--- config.mk ---
export PLATFORM = sky130hd
export DESIGN_NAME = thick_line_rasterizer_unit
export DESIGN_NICKNAME = d
export VERILOG_FILES = /design/src/design/tlr_pkg.sv /design/src/design/thick_line_rasterizer_unit.sv /design/src/design/tlr_alu.sv
export SDC_FILE = /design/constraint.sdc
export NUM_CORES = 1
export LEC_CHECK = 0
export ABC_AREA = 0
export BUFFER_PORTS_ARGS = -buffer_cell sky130_fd_sc_hd__buf_4
export CAP_MARGIN = 20
export CELL_PAD_IN_SITES_DETAIL_PLACEMENT = 0
export CELL_PAD_IN_SITES_GLOBAL_PLACEMENT = 1
export CORE_UTILIZATION = 35
export CTS_CLUSTER_SIZE = 10
export DETAILED_ROUTE_END_ITERATION = 7
export GPL_TIMING_DRIVEN = 0
export PLACE_DENSITY = 0.66
export SLEW_MARGIN = 20
export SYNTH_ARGS = -nofsm -noshare
export SYNTH_HDL_FRONTEND = slang
export SYNTH_SLANG_ARGS = --single-unit
--- constraint.sdc ---
create_clock -name clk -period 10.4 [get_ports clk]
set_input_delay 0.52 -clock clk [delete_from_list [all_inputs] [get_ports clk]]
set_output_delay 0.52 -clock clk [all_outputs]
set_load 0.02 [all_outputs]
--- src/design/tlr_pkg.sv ---
// Shared constants, types and state codes of the thick-line rasterizer.
`timescale 1ns / 1ps

package tlr_pkg;

    localparam int COORD_BITS    = 12;
    localparam int SIZE_BITS     = 12;
    localparam int COLOR_BITS    = 24;
    localparam int THICK_BITS    = 3;
    localparam int HALF_BITS     = 2;
    localparam int OFS_BITS      = HALF_BITS + 1;
    localparam int ERR_BITS      = COORD_BITS + 2;
    localparam int ALU_BITS      = ERR_BITS + 1;
    localparam int MAX_THICKNESS = 7;
    localparam int ADDR_BITS     = 3;
    localparam int DATA_BITS     = 32;
    localparam int WIDTH_RESET   = 640;
    localparam int HEIGHT_RESET  = 480;

    localparam logic ACT_START   = 1'b0;
    localparam logic ACT_ADVANCE = 1'b1;

    localparam logic REG_SEL_WIDTH  = 1'b0;
    localparam logic REG_SEL_HEIGHT = 1'b1;

    typedef enum logic [3:0] {
        ST_IDLE,
        ST_SIGN_X,
        ST_DELTA_X,
        ST_SIGN_Y,
        ST_DELTA_Y,
        ST_ERR_INIT,
        ST_EMIT,
        ST_CMP_X,
        ST_CMP_Y,
        ST_UPD_X,
        ST_UPD_Y
    } tlr_state_t;

    typedef struct packed {
        logic signed [ALU_BITS-1:0] a;
        logic signed [ALU_BITS-1:0] b;
        logic                       sub;
    } alu_req_t;

endpackage

--- src/design/thick_line_rasterizer_unit.sv ---
// Bresenham line rasterizer with square brush: sequencer, state and output word register.
`timescale 1ns / 1ps

// A start word is taken in idle, then SIGN_X, DELTA_X, SIGN_Y, DELTA_Y and ERR_INIT
// use one shared adder to work out the step directions, the absolute deltas and the
// initial error; the start yields no output. An advance word emits (2*(thickness/2)+1)^2
// brush pixels, 1 to 49, at one pixel per cycle while out_stall is low, then takes
// the Bresenham step in CMP_X, CMP_Y, UPD_X and UPD_Y through the same adder (none
// when the point is the endpoint). in_stall is high from the cycle after a word is
// taken until the sequencer is back in idle. An advance with no line loaded is taken
// and dropped. The last pixel may still wait in the output register while the next
// word is taken. Canvas width and height sit at byte addresses 0 and 4 of the
// register port and should be written while idle.
module thick_line_rasterizer_unit
    import tlr_pkg::*;
(
    input  logic                         clk,
    input  logic                         rst_n,

    input  logic                         psel,
    input  logic                         penable,
    input  logic                         pwrite,
    input  logic [ADDR_BITS-1:0]         paddr,
    input  logic [DATA_BITS-1:0]         pwdata,
    output logic [DATA_BITS-1:0]         prdata,
    output logic                         pready,

    input  logic                         in_valid,
    output logic                         in_stall,
    input  logic                         action,
    input  logic signed [COORD_BITS-1:0] x_start,
    input  logic signed [COORD_BITS-1:0] y_start,
    input  logic signed [COORD_BITS-1:0] x_end,
    input  logic signed [COORD_BITS-1:0] y_end,
    input  logic [THICK_BITS-1:0]        thickness,
    input  logic [COLOR_BITS-1:0]        color_in,

    output logic                         out_valid,
    input  logic                         out_stall,
    output logic signed [COORD_BITS-1:0] pixel_x,
    output logic signed [COORD_BITS-1:0] pixel_y,
    output logic [COLOR_BITS-1:0]        color_out,
    output logic                         on_canvas,
    output logic                         last_of_point,
    output logic                         line_done
);

    tlr_state_t state_reg, state_next;

    logic [SIZE_BITS-1:0]         width_reg, width_next;
    logic [SIZE_BITS-1:0]         height_reg, height_next;

    logic signed [COORD_BITS-1:0] cur_x_reg, cur_x_next;
    logic signed [COORD_BITS-1:0] cur_y_reg, cur_y_next;
    logic signed [COORD_BITS-1:0] end_x_reg, end_x_next;
    logic signed [COORD_BITS-1:0] end_y_reg, end_y_next;
    logic [COORD_BITS-1:0]        delta_x_reg, delta_x_next;
    logic [COORD_BITS-1:0]        delta_y_reg, delta_y_next;
    logic                         step_x_neg_reg, step_x_neg_next;
    logic                         step_y_neg_reg, step_y_neg_next;
    logic signed [ERR_BITS-1:0]   error_reg, error_next;
    logic [HALF_BITS-1:0]         half_reg, half_next;
    logic [COLOR_BITS-1:0]        color_reg, color_next;
    logic                         busy_reg, busy_next;
    logic                         done_reg, done_next;
    logic                         move_x_reg, move_x_next;
    logic                         move_y_reg, move_y_next;
    logic signed [OFS_BITS-1:0]   ofs_x_reg, ofs_x_next;
    logic signed [OFS_BITS-1:0]   ofs_y_reg, ofs_y_next;

    logic                         out_valid_reg, out_valid_next;
    logic signed [COORD_BITS-1:0] pixel_x_reg, pixel_x_next;
    logic signed [COORD_BITS-1:0] pixel_y_reg, pixel_y_next;
    logic [COLOR_BITS-1:0]        color_out_reg, color_out_next;
    logic                         on_canvas_reg, on_canvas_next;
    logic                         last_reg, last_next;
    logic                         line_done_reg, line_done_next;

    alu_req_t                     alu_req;
    logic signed [ALU_BITS-1:0]   alu_sum;

    logic                         cfg_write;
    logic                         in_take;
    logic                         slot_free;
    logic                         emit;
    logic                         ofs_x_at_end;
    logic                         ofs_y_at_end;
    logic signed [OFS_BITS-1:0]   ofs_hi;
    logic signed [OFS_BITS-1:0]   ofs_lo;
    logic signed [COORD_BITS:0]   px_full;
    logic signed [COORD_BITS:0]   py_full;
    logic                         px_on;
    logic                         py_on;
    logic [THICK_BITS-1:0]        thick_sat;
    logic signed [ALU_BITS-1:0]   err_twice;

    tlr_alu u_alu (
        .req (alu_req),
        .sum (alu_sum)
    );

    assign pready    = 1'b1;
    assign cfg_write = psel && penable && pwrite && pready;
    assign prdata    = (paddr[2] == REG_SEL_HEIGHT) ? DATA_BITS'(height_reg)
                                                    : DATA_BITS'(width_reg);

    assign in_take   = in_valid && !in_stall;
    assign slot_free = !out_valid_reg || !out_stall;
    assign emit      = (state_reg == ST_EMIT) && slot_free;

    assign ofs_hi       = $signed({1'b0, half_reg});
    assign ofs_lo       = -ofs_hi;
    assign ofs_x_at_end = (ofs_x_reg == ofs_hi);
    assign ofs_y_at_end = (ofs_y_reg == ofs_hi);

    assign px_full = (COORD_BITS+1)'(cur_x_reg) + (COORD_BITS+1)'(ofs_x_reg);
    assign py_full = (COORD_BITS+1)'(cur_y_reg) + (COORD_BITS+1)'(ofs_y_reg);
    assign px_on   = !px_full[COORD_BITS] &&
                     ($unsigned(px_full) < (COORD_BITS+1)'(width_reg));
    assign py_on   = !py_full[COORD_BITS] &&
                     ($unsigned(py_full) < (COORD_BITS+1)'(height_reg));

    assign thick_sat = (thickness > THICK_BITS'(MAX_THICKNESS)) ?
                       THICK_BITS'(MAX_THICKNESS) : thickness;
    assign err_twice = $signed({error_reg, 1'b0});

    // next state
    always_comb
    begin
        state_next = state_reg;
        case (state_reg)
            ST_IDLE:
            begin
                if (in_valid)
                begin
                    if (action == ACT_START)
                        state_next = ST_SIGN_X;
                    else if (busy_reg)
                        state_next = ST_EMIT;
                end
            end
            ST_SIGN_X:   state_next = ST_DELTA_X;
            ST_DELTA_X:  state_next = ST_SIGN_Y;
            ST_SIGN_Y:   state_next = ST_DELTA_Y;
            ST_DELTA_Y:  state_next = ST_ERR_INIT;
            ST_ERR_INIT: state_next = ST_IDLE;
            ST_EMIT:
            begin
                if (emit && ofs_x_at_end && ofs_y_at_end)
                    state_next = done_reg ? ST_IDLE : ST_CMP_X;
            end
            ST_CMP_X:    state_next = ST_CMP_Y;
            ST_CMP_Y:    state_next = ST_UPD_X;
            ST_UPD_X:    state_next = ST_UPD_Y;
            ST_UPD_Y:    state_next = ST_IDLE;
            default:     state_next = ST_IDLE;
        endcase
    end

    // sequencer outputs: handshake and shared adder operands
    always_comb
    begin
        in_stall    = 1'b1;
        alu_req.a   = '0;
        alu_req.b   = '0;
        alu_req.sub = 1'b0;
        case (state_reg)
            ST_IDLE:
            begin
                in_stall = 1'b0;
            end
            ST_SIGN_X:
            begin
                alu_req.a   = ALU_BITS'(end_x_reg);
                alu_req.b   = ALU_BITS'(cur_x_reg);
                alu_req.sub = 1'b1;
            end
            ST_DELTA_X:
            begin
                alu_req.a   = step_x_neg_reg ? ALU_BITS'(cur_x_reg) : ALU_BITS'(end_x_reg);
                alu_req.b   = step_x_neg_reg ? ALU_BITS'(end_x_reg) : ALU_BITS'(cur_x_reg);
                alu_req.sub = 1'b1;
            end
            ST_SIGN_Y:
            begin
                alu_req.a   = ALU_BITS'(end_y_reg);
                alu_req.b   = ALU_BITS'(cur_y_reg);
                alu_req.sub = 1'b1;
            end
            ST_DELTA_Y:
            begin
                alu_req.a   = step_y_neg_reg ? ALU_BITS'(cur_y_reg) : ALU_BITS'(end_y_reg);
                alu_req.b   = step_y_neg_reg ? ALU_BITS'(end_y_reg) : ALU_BITS'(cur_y_reg);
                alu_req.sub = 1'b1;
            end
            ST_ERR_INIT:
            begin
                alu_req.a   = $signed(ALU_BITS'(delta_x_reg));
                alu_req.b   = $signed(ALU_BITS'(delta_y_reg));
                alu_req.sub = 1'b1;
            end
            ST_CMP_X:
            begin
                alu_req.a   = err_twice;
                alu_req.b   = $signed(ALU_BITS'(delta_y_reg));
                alu_req.sub = 1'b0;
            end
            ST_CMP_Y:
            begin
                alu_req.a   = err_twice;
                alu_req.b   = $signed(ALU_BITS'(delta_x_reg));
                alu_req.sub = 1'b1;
            end
            ST_UPD_X:
            begin
                alu_req.a   = ALU_BITS'(error_reg);
                alu_req.b   = $signed(ALU_BITS'(delta_y_reg));
                alu_req.sub = 1'b1;
            end
            ST_UPD_Y:
            begin
                alu_req.a   = ALU_BITS'(error_reg);
                alu_req.b   = $signed(ALU_BITS'(delta_x_reg));
                alu_req.sub = 1'b0;
            end
            default:
            begin
                in_stall = 1'b1;
            end
        endcase
    end

    // datapath next values
    always_comb
    begin
        width_next      = width_reg;
        height_next     = height_reg;
        cur_x_next      = cur_x_reg;
        cur_y_next      = cur_y_reg;
        end_x_next      = end_x_reg;
        end_y_next      = end_y_reg;
        delta_x_next    = delta_x_reg;
        delta_y_next    = delta_y_reg;
        step_x_neg_next = step_x_neg_reg;
        step_y_neg_next = step_y_neg_reg;
        error_next      = error_reg;
        half_next       = half_reg;
        color_next      = color_reg;
        busy_next       = busy_reg;
        done_next       = done_reg;
        move_x_next     = move_x_reg;
        move_y_next     = move_y_reg;
        ofs_x_next      = ofs_x_reg;
        ofs_y_next      = ofs_y_reg;
        out_valid_next  = out_valid_reg && out_stall;
        pixel_x_next    = pixel_x_reg;
        pixel_y_next    = pixel_y_reg;
        color_out_next  = color_out_reg;
        on_canvas_next  = on_canvas_reg;
        last_next       = last_reg;
        line_done_next  = line_done_reg;

        if (cfg_write)
        begin
            if (paddr[2] == REG_SEL_WIDTH)
                width_next = pwdata[SIZE_BITS-1:0];
            else
                height_next = pwdata[SIZE_BITS-1:0];
        end

        case (state_reg)
            ST_IDLE:
            begin
                if (in_take)
                begin
                    if (action == ACT_START)
                    begin
                        cur_x_next = x_start;
                        cur_y_next = y_start;
                        end_x_next = x_end;
                        end_y_next = y_end;
                        half_next  = thick_sat[THICK_BITS-1:1];
                        color_next = color_in;
                        busy_next  = 1'b1;
                    end
                    else if (busy_reg)
                    begin
                        done_next  = (cur_x_reg == end_x_reg) && (cur_y_reg == end_y_reg);
                        ofs_x_next = ofs_lo;
                        ofs_y_next = ofs_lo;
                    end
                end
            end
            ST_SIGN_X:
                step_x_neg_next = alu_sum[ALU_BITS-1] || (alu_sum == '0);
            ST_DELTA_X:
                delta_x_next = alu_sum[COORD_BITS-1:0];
            ST_SIGN_Y:
                step_y_neg_next = alu_sum[ALU_BITS-1] || (alu_sum == '0);
            ST_DELTA_Y:
                delta_y_next = alu_sum[COORD_BITS-1:0];
            ST_ERR_INIT:
                error_next = alu_sum[ERR_BITS-1:0];
            ST_EMIT:
            begin
                if (emit)
                begin
                    out_valid_next = 1'b1;
                    pixel_x_next   = px_full[COORD_BITS-1:0];
                    pixel_y_next   = py_full[COORD_BITS-1:0];
                    color_out_next = color_reg;
                    on_canvas_next = px_on && py_on;
                    last_next      = ofs_x_at_end && ofs_y_at_end;
                    line_done_next = done_reg;
                    if (ofs_x_at_end)
                    begin
                        ofs_x_next = ofs_lo;
                        ofs_y_next = ofs_y_reg + OFS_BITS'(1);
                        if (ofs_y_at_end && done_reg)
                            busy_next = 1'b0;
                    end
                    else
                    begin
                        ofs_x_next = ofs_x_reg + OFS_BITS'(1);
                    end
                end
            end
            ST_CMP_X:
                move_x_next = !alu_sum[ALU_BITS-1] && (alu_sum != '0);
            ST_CMP_Y:
                move_y_next = alu_sum[ALU_BITS-1];
            ST_UPD_X:
            begin
                if (move_x_reg)
                begin
                    error_next = alu_sum[ERR_BITS-1:0];
                    cur_x_next = step_x_neg_reg ? cur_x_reg - COORD_BITS'(1)
                                                : cur_x_reg + COORD_BITS'(1);
                end
            end
            ST_UPD_Y:
            begin
                if (move_y_reg)
                begin
                    error_next = alu_sum[ERR_BITS-1:0];
                    cur_y_next = step_y_neg_reg ? cur_y_reg - COORD_BITS'(1)
                                                : cur_y_reg + COORD_BITS'(1);
                end
            end
            default:
            begin
                busy_next = busy_reg;
            end
        endcase
    end

    always_ff @(posedge clk or negedge rst_n)
    begin
        if (!rst_n)
        begin
            state_reg      <= ST_IDLE;
            width_reg      <= SIZE_BITS'(WIDTH_RESET);
            height_reg     <= SIZE_BITS'(HEIGHT_RESET);
            cur_x_reg      <= '0;
            cur_y_reg      <= '0;
            end_x_reg      <= '0;
            end_y_reg      <= '0;
            delta_x_reg    <= '0;
            delta_y_reg    <= '0;
            step_x_neg_reg <= 1'b0;
            step_y_neg_reg <= 1'b0;
            error_reg      <= '0;
            half_reg       <= '0;
            color_reg      <= '0;
            busy_reg       <= 1'b0;
            done_reg       <= 1'b0;
            move_x_reg     <= 1'b0;
            move_y_reg     <= 1'b0;
            ofs_x_reg      <= '0;
            ofs_y_reg      <= '0;
            out_valid_reg  <= 1'b0;
        end
        else
        begin
            state_reg      <= state_next;
            width_reg      <= width_next;
            height_reg     <= height_next;
            cur_x_reg      <= cur_x_next;
            cur_y_reg      <= cur_y_next;
            end_x_reg      <= end_x_next;
            end_y_reg      <= end_y_next;
            delta_x_reg    <= delta_x_next;
            delta_y_reg    <= delta_y_next;
            step_x_neg_reg <= step_x_neg_next;
            step_y_neg_reg <= step_y_neg_next;
            error_reg      <= error_next;
            half_reg       <= half_next;
            color_reg      <= color_next;
            busy_reg       <= busy_next;
            done_reg       <= done_next;
            move_x_reg     <= move_x_next;
            move_y_reg     <= move_y_next;
            ofs_x_reg      <= ofs_x_next;
            ofs_y_reg      <= ofs_y_next;
            out_valid_reg  <= out_valid_next;
        end
    end

    always_ff @(posedge clk)
    begin
        pixel_x_reg   <= pixel_x_next;
        pixel_y_reg   <= pixel_y_next;
        color_out_reg <= color_out_next;
        on_canvas_reg <= on_canvas_next;
        last_reg      <= last_next;
        line_done_reg <= line_done_next;
    end

    assign out_valid     = out_valid_reg;
    assign pixel_x       = pixel_x_reg;
    assign pixel_y       = pixel_y_reg;
    assign color_out     = color_out_reg;
    assign on_canvas     = on_canvas_reg;
    assign last_of_point = last_reg;
    assign line_done     = line_done_reg;

endmodule

--- src/design/tlr_alu.sv ---
// Shared add/subtract unit used by the rasterizer sequencer.
`timescale 1ns / 1ps

module tlr_alu
    import tlr_pkg::*;
(
    input  alu_req_t                   req,
    output logic signed [ALU_BITS-1:0] sum
);

    logic [ALU_BITS-1:0] b_op;

    assign b_op = req.sub ? ~req.b : req.b;
    assign sum  = req.a + $signed(b_op) + $signed(ALU_BITS'(req.sub));

endmodule
==> results of run 1 <==
## placed cells by master (no fill, tap or decap), types with 6 or more instances in the layout
master                      count
sky130_fd_sc_hd__nor3_1        20
sky130_fd_sc_hd__inv_1         54
sky130_fd_sc_hd__xnor2_1       55
sky130_fd_sc_hd__a222oi_1      30
sky130_fd_sc_hd__nand3_1       38
sky130_fd_sc_hd__nand2_1      252
sky130_fd_sc_hd__nor2_1        63
sky130_fd_sc_hd__a21o_1        30
sky130_fd_sc_hd__or2_2          6
sky130_fd_sc_hd__clkbuf_1      53
sky130_fd_sc_hd__buf_4        179
sky130_fd_sc_hd__nor2b_1        9
sky130_fd_sc_hd__mux2i_1       30
sky130_fd_sc_hd__o21ai_0       73
sky130_fd_sc_hd__mux2_2        33
sky130_fd_sc_hd__and3_1         9
sky130_fd_sc_hd__clkbuf_16     27
sky130_fd_sc_hd__xor2_1        32
sky130_fd_sc_hd__nand2b_1      10
sky130_fd_sc_hd__o21bai_1      15
sky130_fd_sc_hd__edfxtp_1      51
sky130_fd_sc_hd__buf_1          7
sky130_fd_sc_hd__conb_1        21
sky130_fd_sc_hd__a22oi_1       11
sky130_fd_sc_hd__dfrtp_1      147
sky130_fd_sc_hd__ha_1          82
sky130_fd_sc_hd__a21oi_1       62
sky130_fd_sc_hd__dfstp_2        6
sky130_fd_sc_hd__nor4_1         6
sky130_fd_sc_hd__nand4_1        8
## metal layers
layer / GRT usage [%] / vias up / wire length, um
li1: - / 5014 / -
met1: 27.4 / 4950 / 16600
met2: 34.6 / 306 / 17600
met3: 2.42 / 82 / 1840
met4: 7.63 / 0 / 1360
met5: 0 / - / 0
## worst max-delay path, cell delays in order, from the launching register on
cell and delay (ps):
sky130_fd_sc_hd__dfrtp_1 650, sky130_fd_sc_hd__clkbuf_1 400, sky130_fd_sc_hd__o21ai_0 150, sky130_fd_sc_hd__and2_1 200, sky130_fd_sc_hd__clkbuf_1 320, sky130_fd_sc_hd__clkbuf_1 380, sky130_fd_sc_hd__a222oi_1 350, sky130_fd_sc_hd__nand3_1 200
sky130_fd_sc_hd__fa_1 510, sky130_fd_sc_hd__a211o_1 310, sky130_fd_sc_hd__a211oi_1 290, sky130_fd_sc_hd__o21ai_0 190, sky130_fd_sc_hd__and2_1 180, sky130_fd_sc_hd__xnor2_1 370, sky130_fd_sc_hd__nand3_1 120, sky130_fd_sc_hd__nor4bb_1 400
sky130_fd_sc_hd__a41oi_1 370, sky130_fd_sc_hd__mux2_2 370
## cell families after synthesis
group,Yosys count
buffers and inverters,133
AND/OR/NAND/NOR,444
flip-flops,204
XOR/XNOR,87
adder cells (fa/ha/maj),87
multiplexers,63
AO/OA/AOI/OAI,280
other,2
## cell type report
class / count / area share [%]
plain buffers: 78 / 2.57
clock buffers: 39 / 4.97
clock inverters: 6 / 0.174
inverters: 55 / 1.37
multi-input cells: 982 / 43.1
flip-flops and latches: 204 / 35.6
well taps: 455 / 3.77
repair buffers: 162 / 8.52
## worst paths after layout
kind | slack, ps | start | endpoint | cells after the start
worst min register to register | 440 | color_reg[14] | color_out[14] | 0
min in group asynchronous | 540 | rst_n | width_reg[5] | 2
max in group asynchronous | 9030 | rst_n | error_reg[3] | 3
worst max-delay path | 4510 | step_x_neg_reg | move_x_reg | 17
worst min-delay path | 180 | y_end[3] | end_y_reg[3] | 3
worst max register to register | 4510 | step_x_neg_reg | move_x_reg | 17
## stage by stage
stage               hold slack [ps]  cells  utilization (%)
detailed placement              431   1935             41.3
global placement                430   1932             41.0
finish                          175   1981             43.6
floorplan                       224   1319                -
global route                    180   1981             43.6
CTS                             155   1981             43.6
==> results.json, run 1 <==
{
  "outcome": "finished, final reports clean",
  "hold_buffers_post_cts": 1,
  "grt_pass1_wl_mm": 58.3,
  "syn_avg_cell_area_um2": 9.52,
  "rsz_0062_raised_after_global_routing": "no",
  "route.final.wire_length_mm": 37.4,
  "tightestPinTransition_ps": 847,
  "worstSetupEndpointType": "register",
  "clkLatencyLatePin_ps": 530,
  "maximum_number_of_pins_on_one_net_before_global_route_repair": 79,
  "min_path_type": "in2reg",
  "cp_data_required_time_ps": 10810,
  "yosys.cell_count.top_type": "sky130_fd_sc_hd__nand2_1",
  "postPlaceCellArea_um2": 14300,
  "drtAntennaViolNets": 0,
  "numPortBuffers": 158,
  "synth_simple_gate_area_share_pct": 15.9,
  "drt-initial-drc-count": 875,
  "largest_family_of_logic_cells_by_synthesized_area": "simple AND/OR/NAND/NOR gates",
  "cts.repair.resized": 0,
  "synthAdderAreaFrac_pct": 9.10,
  "num-nets-final": 1714,
  "remaining_drc_errors": 0,
  "timing.critical_path.arrival_ps": 6300,
  "cts_made_buffers": 26,
  "criticalPathCategory": "reg2reg",
  "clock_sink_count": 204,
  "synth.top_cell.area_share_pct": 29.7,
  "synthesis.instances": 1300,
  "hold_viol_final": 0,
  "area_growth_pct": 22.0,
  "tritoncts": "yes",
  "core-area_um2": 34600,
  "drive_gt1_share_pct": 18.0,
  "synthXorXnorAreaFrac_pct": 6.16,
  "seq_area_frac_synth_pct": 43.4,
  "post_cts.repair.setup_buffers": 0,
  "kind_of_launch_point_of_the_worst_setup_path": "register",
  "synth_compound_gate_area_share_pct": 15.2,
  "timing.critical_path.fanout_max": 12,
  "htree_levels": 1,
  "fin_crit_share_pct": 56.6,
  "post_drt_via_cell_ratio": 5.23,
  "cell_types_occupying_the_most_area_after_synthesis": "sky130_fd_sc_hd__dfrtp_1 (30%), sky130_fd_sc_hd__edfxtp_1 (12%), sky130_fd_sc_hd__ha_1 (8.3%), sky130_fd_sc_hd__nand2_1 (7.6%), sky130_fd_sc_hd__xnor2_1 (3.9%)",
  "ys.warnings.count": 0,
  "fillerInstances": 3389,
  "route.vias.total": 10352,
  "postLayoutCellArea_um2": 15100,
  "synth_edf_count": 51,
  "flip_flop_and_latch_area_um2": 5370,
  "rows": 68,
  "cts_max_path_buffers": 3,
  "setup_viol": 0,
  "io-pin-count": 204,
  "place_hpwl_mm": 28.2,
  "multi_input_comb_area_um2": 6500,
  "antenna-diode-count": 0,
  "slew-limit-headroom_pct": 42.8,
  "finalWeightedCongestion": 0.865,
  "postLayoutSetupSlackWorst_ps": 4510,
  "grt_antenna_before_repair": 0,
  "start_util_pct": 35.7,
  "routedWlPerCell_um": 18.9,
  "fmax_mhz": 170,
  "cell_type_with_the_largest_total_area_after_synthesis": "sky130_fd_sc_hd__dfrtp_1",
  "final_period_minus_worst_setup_slack_ps": 5890,
  "drt_first_pass_iters": 6,
  "clock-root-buffer": "sky130_fd_sc_hd__clkbuf_16",
  "die_x_um": 190,
  "syn-cell-area_um2": 12400,
  "skew_ps": 11.3,
  "muxShareOfSynthArea_pct": 5.43,
  "cap_violations": 0,
  "design.die.area_um2": 36100,
  "via_count_of_the_first_global_routing_pass": 10316,
  "final.setup.tns_ps": 0,
  "clkTransAtPathRegs_ps": 60,
  "dp_slack_ps": 4570,
  "synth_async_sr_flop_share_pct": 75.0,
  "yosys.cell_types.count": 69,
  "total_track_usage_pct": 20.7,
  "die_h_um": 190,
  "overflow": 0,
  "ys_dominant_reg_cell": "sky130_fd_sc_hd__dfrtp_1",
  "slew_viol_final": 0,
  "synth.top_cells.by_count": "sky130_fd_sc_hd__nand2_1 (252), sky130_fd_sc_hd__dfrtp_1 (147), sky130_fd_sc_hd__ha_1 (82)",
  "postSynthRegisterBits": 204
}
Power of run 1 is not shown: default switching activity piles up to over one toggle a cycle in this logic, so the estimate is an artifact.
==> run 2, diff against run 1 <==
ABC_AREA = 1   (was 0)
PLACE_DENSITY = 0.68   (was 0.66)
clock period = 5.46 ns   (was 10.4 ns; I/O delays follow)
==> run 2 against run 1 <==
Via count grew 18%. Critical path depth is 3 higher. Global-route usage rose by 3.0 points. Setup slack worse by 4000 ps. Final cell count up 20%. Core utilization up 1.5 points. Die area up 4.4%. Sequential cell count did not move.
==> results.json, run 2 <==
{
  "leading_cell_type_in_the_layout_fill_and_taps_excluded": "sky130_fd_sc_hd__nand2_1",
  "synth_async_sr_flop_share_pct": 75.0,
  "ys.warnings.count": 0,
  "design.die.area_um2": 37700,
  "remaining_drc_errors": 0,
  "overflow": 0,
  "clkTransAtPathRegs_ps": 60,
  "rsz_0062_raised_after_global_routing": "no",
  "core-area_um2": 36400,
  "hold_viol_final": 0,
  "post_drt_via_cell_ratio": 5.11,
  "clock_sink_count": 204,
  "finalWeightedCongestion": 0.932,
  "hold_buffers_post_cts": 69,
  "rows": 70,
  "grt_pass1_wl_mm": 68.9,
  "cts_max_path_buffers": 3,
  "synth_simple_gate_area_share_pct": 19.0,
  "outcome": "finished, final reports clean",
  "tritoncts": "yes",
  "syn_avg_cell_area_um2": 7.98,
  "drt-initial-drc-count": 954,
  "cell_types_occupying_the_most_area_after_synthesis": "sky130_fd_sc_hd__dfrtp_1 (28%), sky130_fd_sc_hd__edfxtp_1 (12%), sky130_fd_sc_hd__nand2_1 (12%), sky130_fd_sc_hd__ha_1 (7.9%), sky130_fd_sc_hd__o21ai_0 (7.2%)",
  "fmax_mhz": 202,
  "final_period_minus_worst_setup_slack_ps": 4960,
  "total_track_usage_pct": 23.7,
  "synth_edf_count": 51,
  "multi_input_comb_area_um2": 6560,
  "cell_type_with_the_largest_total_area_after_synthesis": "sky130_fd_sc_hd__dfrtp_1",
  "largest_family_of_logic_cells_by_synthesized_area": "simple AND/OR/NAND/NOR gates",
  "drt_first_pass_iters": 5,
  "cap_violations": 0,
  "num-nets-final": 2103,
  "flip_flop_and_latch_area_um2": 5370,
  "maximum_number_of_pins_on_one_net_before_global_route_repair": 87,
  "synthesis.instances": 1620,
  "postSynthRegisterBits": 204,
  "muxShareOfSynthArea_pct": 0,
  "route.vias.total": 12195,
  "timing.critical_path.arrival_ps": 5390,
  "synthAdderAreaFrac_pct": 8.71,
  "slew_viol_final": 0,
  "final.setup.tns_ps": 0,
  "drive_gt1_share_pct": 14.2,
  "yosys.cell_types.count": 53,
  "fin_crit_share_pct": 90.8,
  "synth.top_cells.by_count": "sky130_fd_sc_hd__nand2_1 (403), sky130_fd_sc_hd__o21ai_0 (185), sky130_fd_sc_hd__inv_1 (174)",
  "kind_of_launch_point_of_the_worst_setup_path": "register",
  "mostFrequentLayoutCells": "sky130_fd_sc_hd__nand2_1 (403), sky130_fd_sc_hd__o21ai_0 (185), sky130_fd_sc_hd__buf_4 (182), sky130_fd_sc_hd__inv_1 (174), sky130_fd_sc_hd__dfrtp_1 (147)",
  "clock-root-buffer": "sky130_fd_sc_hd__clkbuf_16",
  "tightestPinTransition_ps": 686,
  "fillerInstances": 3697,
  "post_route_hold_slack_ps": 30.6,
  "die_x_um": 194,
  "worst_hold_path.num_cells": 3,
  "cts.repair.resized": 0,
  "routedWlPerCell_um": 18.9,
  "grt_antenna_before_repair": 1,
  "syn-cell-area_um2": 12900,
  "setup_viol": 0,
  "synth.top_cell.area_share_pct": 28.5,
  "worstSetupEndpointType": "register",
  "drtAntennaViolNets": 0,
  "criticalPathCategory": "reg2reg",
  "worst-r2r-cell-count": 20,
  "cp_data_required_time_ps": 5890,
  "place_hpwl_mm": 34.6,
  "timing.critical_path.fanout_max": 18,
  "skew_ps": 14.9,
  "worst-r2r-setup-slack_ps": 500,
  "die_h_um": 194,
  "htree_levels": 1,
  "area_growth_pct": 27.0,
  "start_util_pct": 35.5,
  "synth_compound_gate_area_share_pct": 17.4,
  "yosys.cell_count.top_type": "sky130_fd_sc_hd__nand2_1",
  "via_count_of_the_first_global_routing_pass": 11769,
  "route.final.wire_length_mm": 45.1,
  "clkLatencyLatePin_ps": 570,
  "slew-limit-headroom_pct": 54.3,
  "io-pin-count": 204,
  "ys_dominant_reg_cell": "sky130_fd_sc_hd__dfrtp_1",
  "post_cts.repair.setup_buffers": 0,
  "postLayoutCellArea_um2": 16400,
  "synthXorXnorAreaFrac_pct": 5.01,
  "min_path_type": "in2reg",
  "seq_area_frac_synth_pct": 41.5,
  "cts_made_buffers": 27,
  "postPlaceCellArea_um2": 14900,
  "numPortBuffers": 158
}
run 2: final timing paths:
kind	from	to
setup / recovery	step_x_neg_reg	step_y_neg_reg
hold / removal	x_start[5]	cur_x_reg[5]
setup reg to reg	step_x_neg_reg	step_y_neg_reg
hold reg to reg	color_reg[13]	color_out[13]
max in group asynchronous	rst_n	error_reg[3]
min in group asynchronous	rst_n	width_reg[6]
run 2: logic make-up after synthesis:
family	Yosys count
and+or+nand+nor	600
AOI/OAI and AO/OA	399
buffers and inverters	255
DFF	204
adders and majority gates	87
xor gates and xnor gates	73
other	2
run 2: final cells by class:
| class | instances | share of cell area (%) |
|---|---|---|
| tap | 468 | 3.57 |
| inverter | 182 | 4.16 |
| timing repair buffer | 230 | 11.9 |
| clock buffer | 44 | 5.00 |
| buffer | 73 | 2.39 |
| antenna | 1 | 0.0152 |
| sequential | 204 | 32.7 |
| clock inverter | 5 | 0.267 |
| multi-input combinational | 1180 | 40.0 |
run 2: worst max-delay path, stage by stage, from the launching register on:
cell and delay [ps]:
sky130_fd_sc_hd__dfrtp_1 780, sky130_fd_sc_hd__clkbuf_1 400, sky130_fd_sc_hd__clkbuf_1 390, sky130_fd_sc_hd__a21oi_1 120, sky130_fd_sc_hd__a21oi_1 220, sky130_fd_sc_hd__nand4_1 130, sky130_fd_sc_hd__a31oi_1 230, sky130_fd_sc_hd__xor2_1 260
sky130_fd_sc_hd__ha_1 340, sky130_fd_sc_hd__a21o_1 190, sky130_fd_sc_hd__a21oi_1 220, sky130_fd_sc_hd__nand2_1 150, sky130_fd_sc_hd__a21oi_1 180, sky130_fd_sc_hd__xor2_1 470, sky130_fd_sc_hd__nor2_1 100, sky130_fd_sc_hd__nand2_1 130
sky130_fd_sc_hd__nor2_1 50, sky130_fd_sc_hd__nand3_1 130, sky130_fd_sc_hd__nand2_1 150, sky130_fd_sc_hd__nand2_1 90, sky130_fd_sc_hd__nand2_1 90
run 2: per-layer routing:
layer	vias to the layer above	global-route usage, %	wire length [um]
met2	396	38.4	20500
met3	71	3.30	2460
met4	0	7.14	1350
met5	-	0	0
li1	5963	-	-
met1	5765	32.8	20800
run 2: metrics by stage:
step | setup WS, ps | util [%] | std cells
4_1_cts | 595 | 45.0 | 2386
2_1_floorplan | 1800 | - | 1639
5_1_grt | 199 | 45.0 | 2386
3_5_place_dp | 638 | 40.8 | 2268
6_report | 504 | 45.1 | 2387
3_3_place_gp | 308 | 40.5 | 2265
Power of run 2 is left out for the same reason.
==> run 3, diff against run 2 <==
PLACE_DENSITY = 0.75   (was 0.68)
==> run 3 against run 2 <==
Critical path depth unchanged. Via count grew 0.27%. Design area decreased by 0.55%. Core utilization is 0.25 points lower. Maximum frequency shrank 2.1%. Clock skew about the same. Global-route usage is 0.10 points lower.
==> results.json, run 3 (synthesis gave the netlist of run 2 again) <==
{
  "setup_viol": 0,
  "die_h_um": 194,
  "clkTransAtPathRegs_ps": 60,
  "cap_violations": 0,
  "worstSetupEndpointType": "register",
  "design.die.area_um2": 37700,
  "place_hpwl_mm": 34.5,
  "area_growth_pct": 26.3,
  "finalWeightedCongestion": 0.940,
  "final_period_minus_worst_setup_slack_ps": 5060,
  "kind_of_launch_point_of_the_worst_setup_path": "register",
  "rows": 70,
  "drt-initial-drc-count": 896,
  "remaining_drc_errors": 0,
  "placedCellCount": 2268,
  "cpMaxStageDelayCell": "sky130_fd_sc_hd__dfrtp_1",
  "grt_antenna_before_repair": 0,
  "route.final.wire_length_mm": 44.8,
  "maximum_number_of_pins_on_one_net_before_global_route_repair": 89,
  "core-area_um2": 36400,
  "drive_gt1_share_pct": 14.0,
  "slew-limit-headroom_pct": 49.0,
  "post_cts.repair.setup_buffers": 0,
  "dp_slack_ps": 485,
  "post_drt_via_cell_ratio": 5.14,
  "drtAntennaViolNets": 0,
  "tightestPinTransition_ps": 759,
  "critical_path.cell_chain": "clkbuf_1 > clkbuf_1 > a21oi_1 > a221oi_1 > o2111ai_1 > xor2_1 > fa_1 > nand3_1 > nand2_1 > nand2_1 > nand2_1 > a21oi_1 > xor2_1 > nor2_1 > nand2_1 > nor2_1 > nand3_1 > nand2_1 > nand2_1 > nand2_1",
  "htree_levels": 1,
  "cp_data_required_time_ps": 5900,
  "final.setup.tns_ps": 0,
  "drt_first_pass_iters": 5,
  "min_path_type": "in2reg",
  "leading_cell_type_in_the_layout_fill_and_taps_excluded": "sky130_fd_sc_hd__nand2_1",
  "cts_max_path_buffers": 3,
  "antenna-diode-count": 0,
  "criticalPathCategory": "reg2reg",
  "via_count_of_the_first_global_routing_pass": 11594,
  "start_util_pct": 35.5,
  "fillerInstances": 3652,
  "skew_ps": 14.9,
  "path_common_cell": "sky130_fd_sc_hd__nand2_1",
  "clock-root-buffer": "sky130_fd_sc_hd__clkbuf_16",
  "grt_pass1_wl_mm": 68.3,
  "fin_crit_share_pct": 92.7,
  "cts.repair.resized": 0,
  "overflow": 0,
  "postPlaceCellArea_um2": 14800,
  "num-nets-final": 2099,
  "total_track_usage_pct": 23.6,
  "mostFrequentLayoutCells": "sky130_fd_sc_hd__nand2_1 (403), sky130_fd_sc_hd__o21ai_0 (185), sky130_fd_sc_hd__buf_4 (182), sky130_fd_sc_hd__inv_1 (174), sky130_fd_sc_hd__dfrtp_1 (147)",
  "fmax_mhz": 198,
  "postLayoutSetupSlackWorst_ps": 398,
  "hold_viol_final": 0,
  "clock_sink_count": 204,
  "postLayoutCellArea_um2": 16300,
  "rsz_0062_raised_after_global_routing": "no",
  "routedWlPerCell_um": 18.8,
  "hold_buffers_post_cts": 66,
  "fin_cells": 2380,
  "timing.critical_path.arrival_ps": 5500,
  "slew_viol_final": 0,
  "timing.critical_path.fanout_max": 18,
  "io-pin-count": 204,
  "cts_made_buffers": 26,
  "die_x_um": 194,
  "outcome": "finished, final reports clean",
  "critical-path-max-stage-delay_ps": 770,
  "clkLatencyLatePin_ps": 560,
  "tritoncts": "yes",
  "route.vias.total": 12228,
  "numPortBuffers": 158
}
## run 3: area by class of cell
cell class | count | area [um^2] | share of cell area (%)
well taps | 468 | 586 | 3.59
clock buffers | 41 | 758 | 4.64
flip-flops and latches | 204 | 5370 | 32.9
clock inverters | 5 | 61.3 | 0.376
inverters | 182 | 683 | 4.18
repair buffers | 227 | 1920 | 11.7
plain buffers | 73 | 392 | 2.40
multi-input cells | 1180 | 6560 | 40.2
## run 3: final timing paths
kind	start	to	slack [ps]	depth (start not counted)
max	step_x_neg_reg	step_y_neg_reg	400	20
min	y_start[3]	cur_y_reg[3]	3	3
max reg2reg	step_x_neg_reg	step_y_neg_reg	400	20
min reg2reg	color_reg[7]	color_out[7]	450	0
max in group asynchronous	rst_n	error_reg[6]	4360	3
min in group asynchronous	rst_n	width_reg[5]	250	2
## run 3: routing by layer
| layer | wire length (um) | track usage, % |
|---|---|---|
| met1 | 20000 | 32.3 |
| met2 | 20400 | 37.9 |
| met3 | 2720 | 3.70 |
| met4 | 1640 | 8.29 |
| met5 | 0 | 0 |
## run 3: worst max-delay path, delay by kind of cell, from the launching register on
kind,cells,cell delay (ps)
compound gates,4,920
flops,1,770
xor+xnor,2,850
fa+ha+maj,1,460
simple gates,11,1160
buf+inv,2,800
## run 3: per-stage QoR
stage	hold WS, ps	utilization [%]
6_report	2.93	44.8
5_1_grt	14.2	44.8
4_1_cts	1.67	44.8
3_5_place_dp	255	40.7
3_3_place_gp	428	40.5
2_1_floorplan	-22.6	-
Power of run 3 is left out for the same reason.
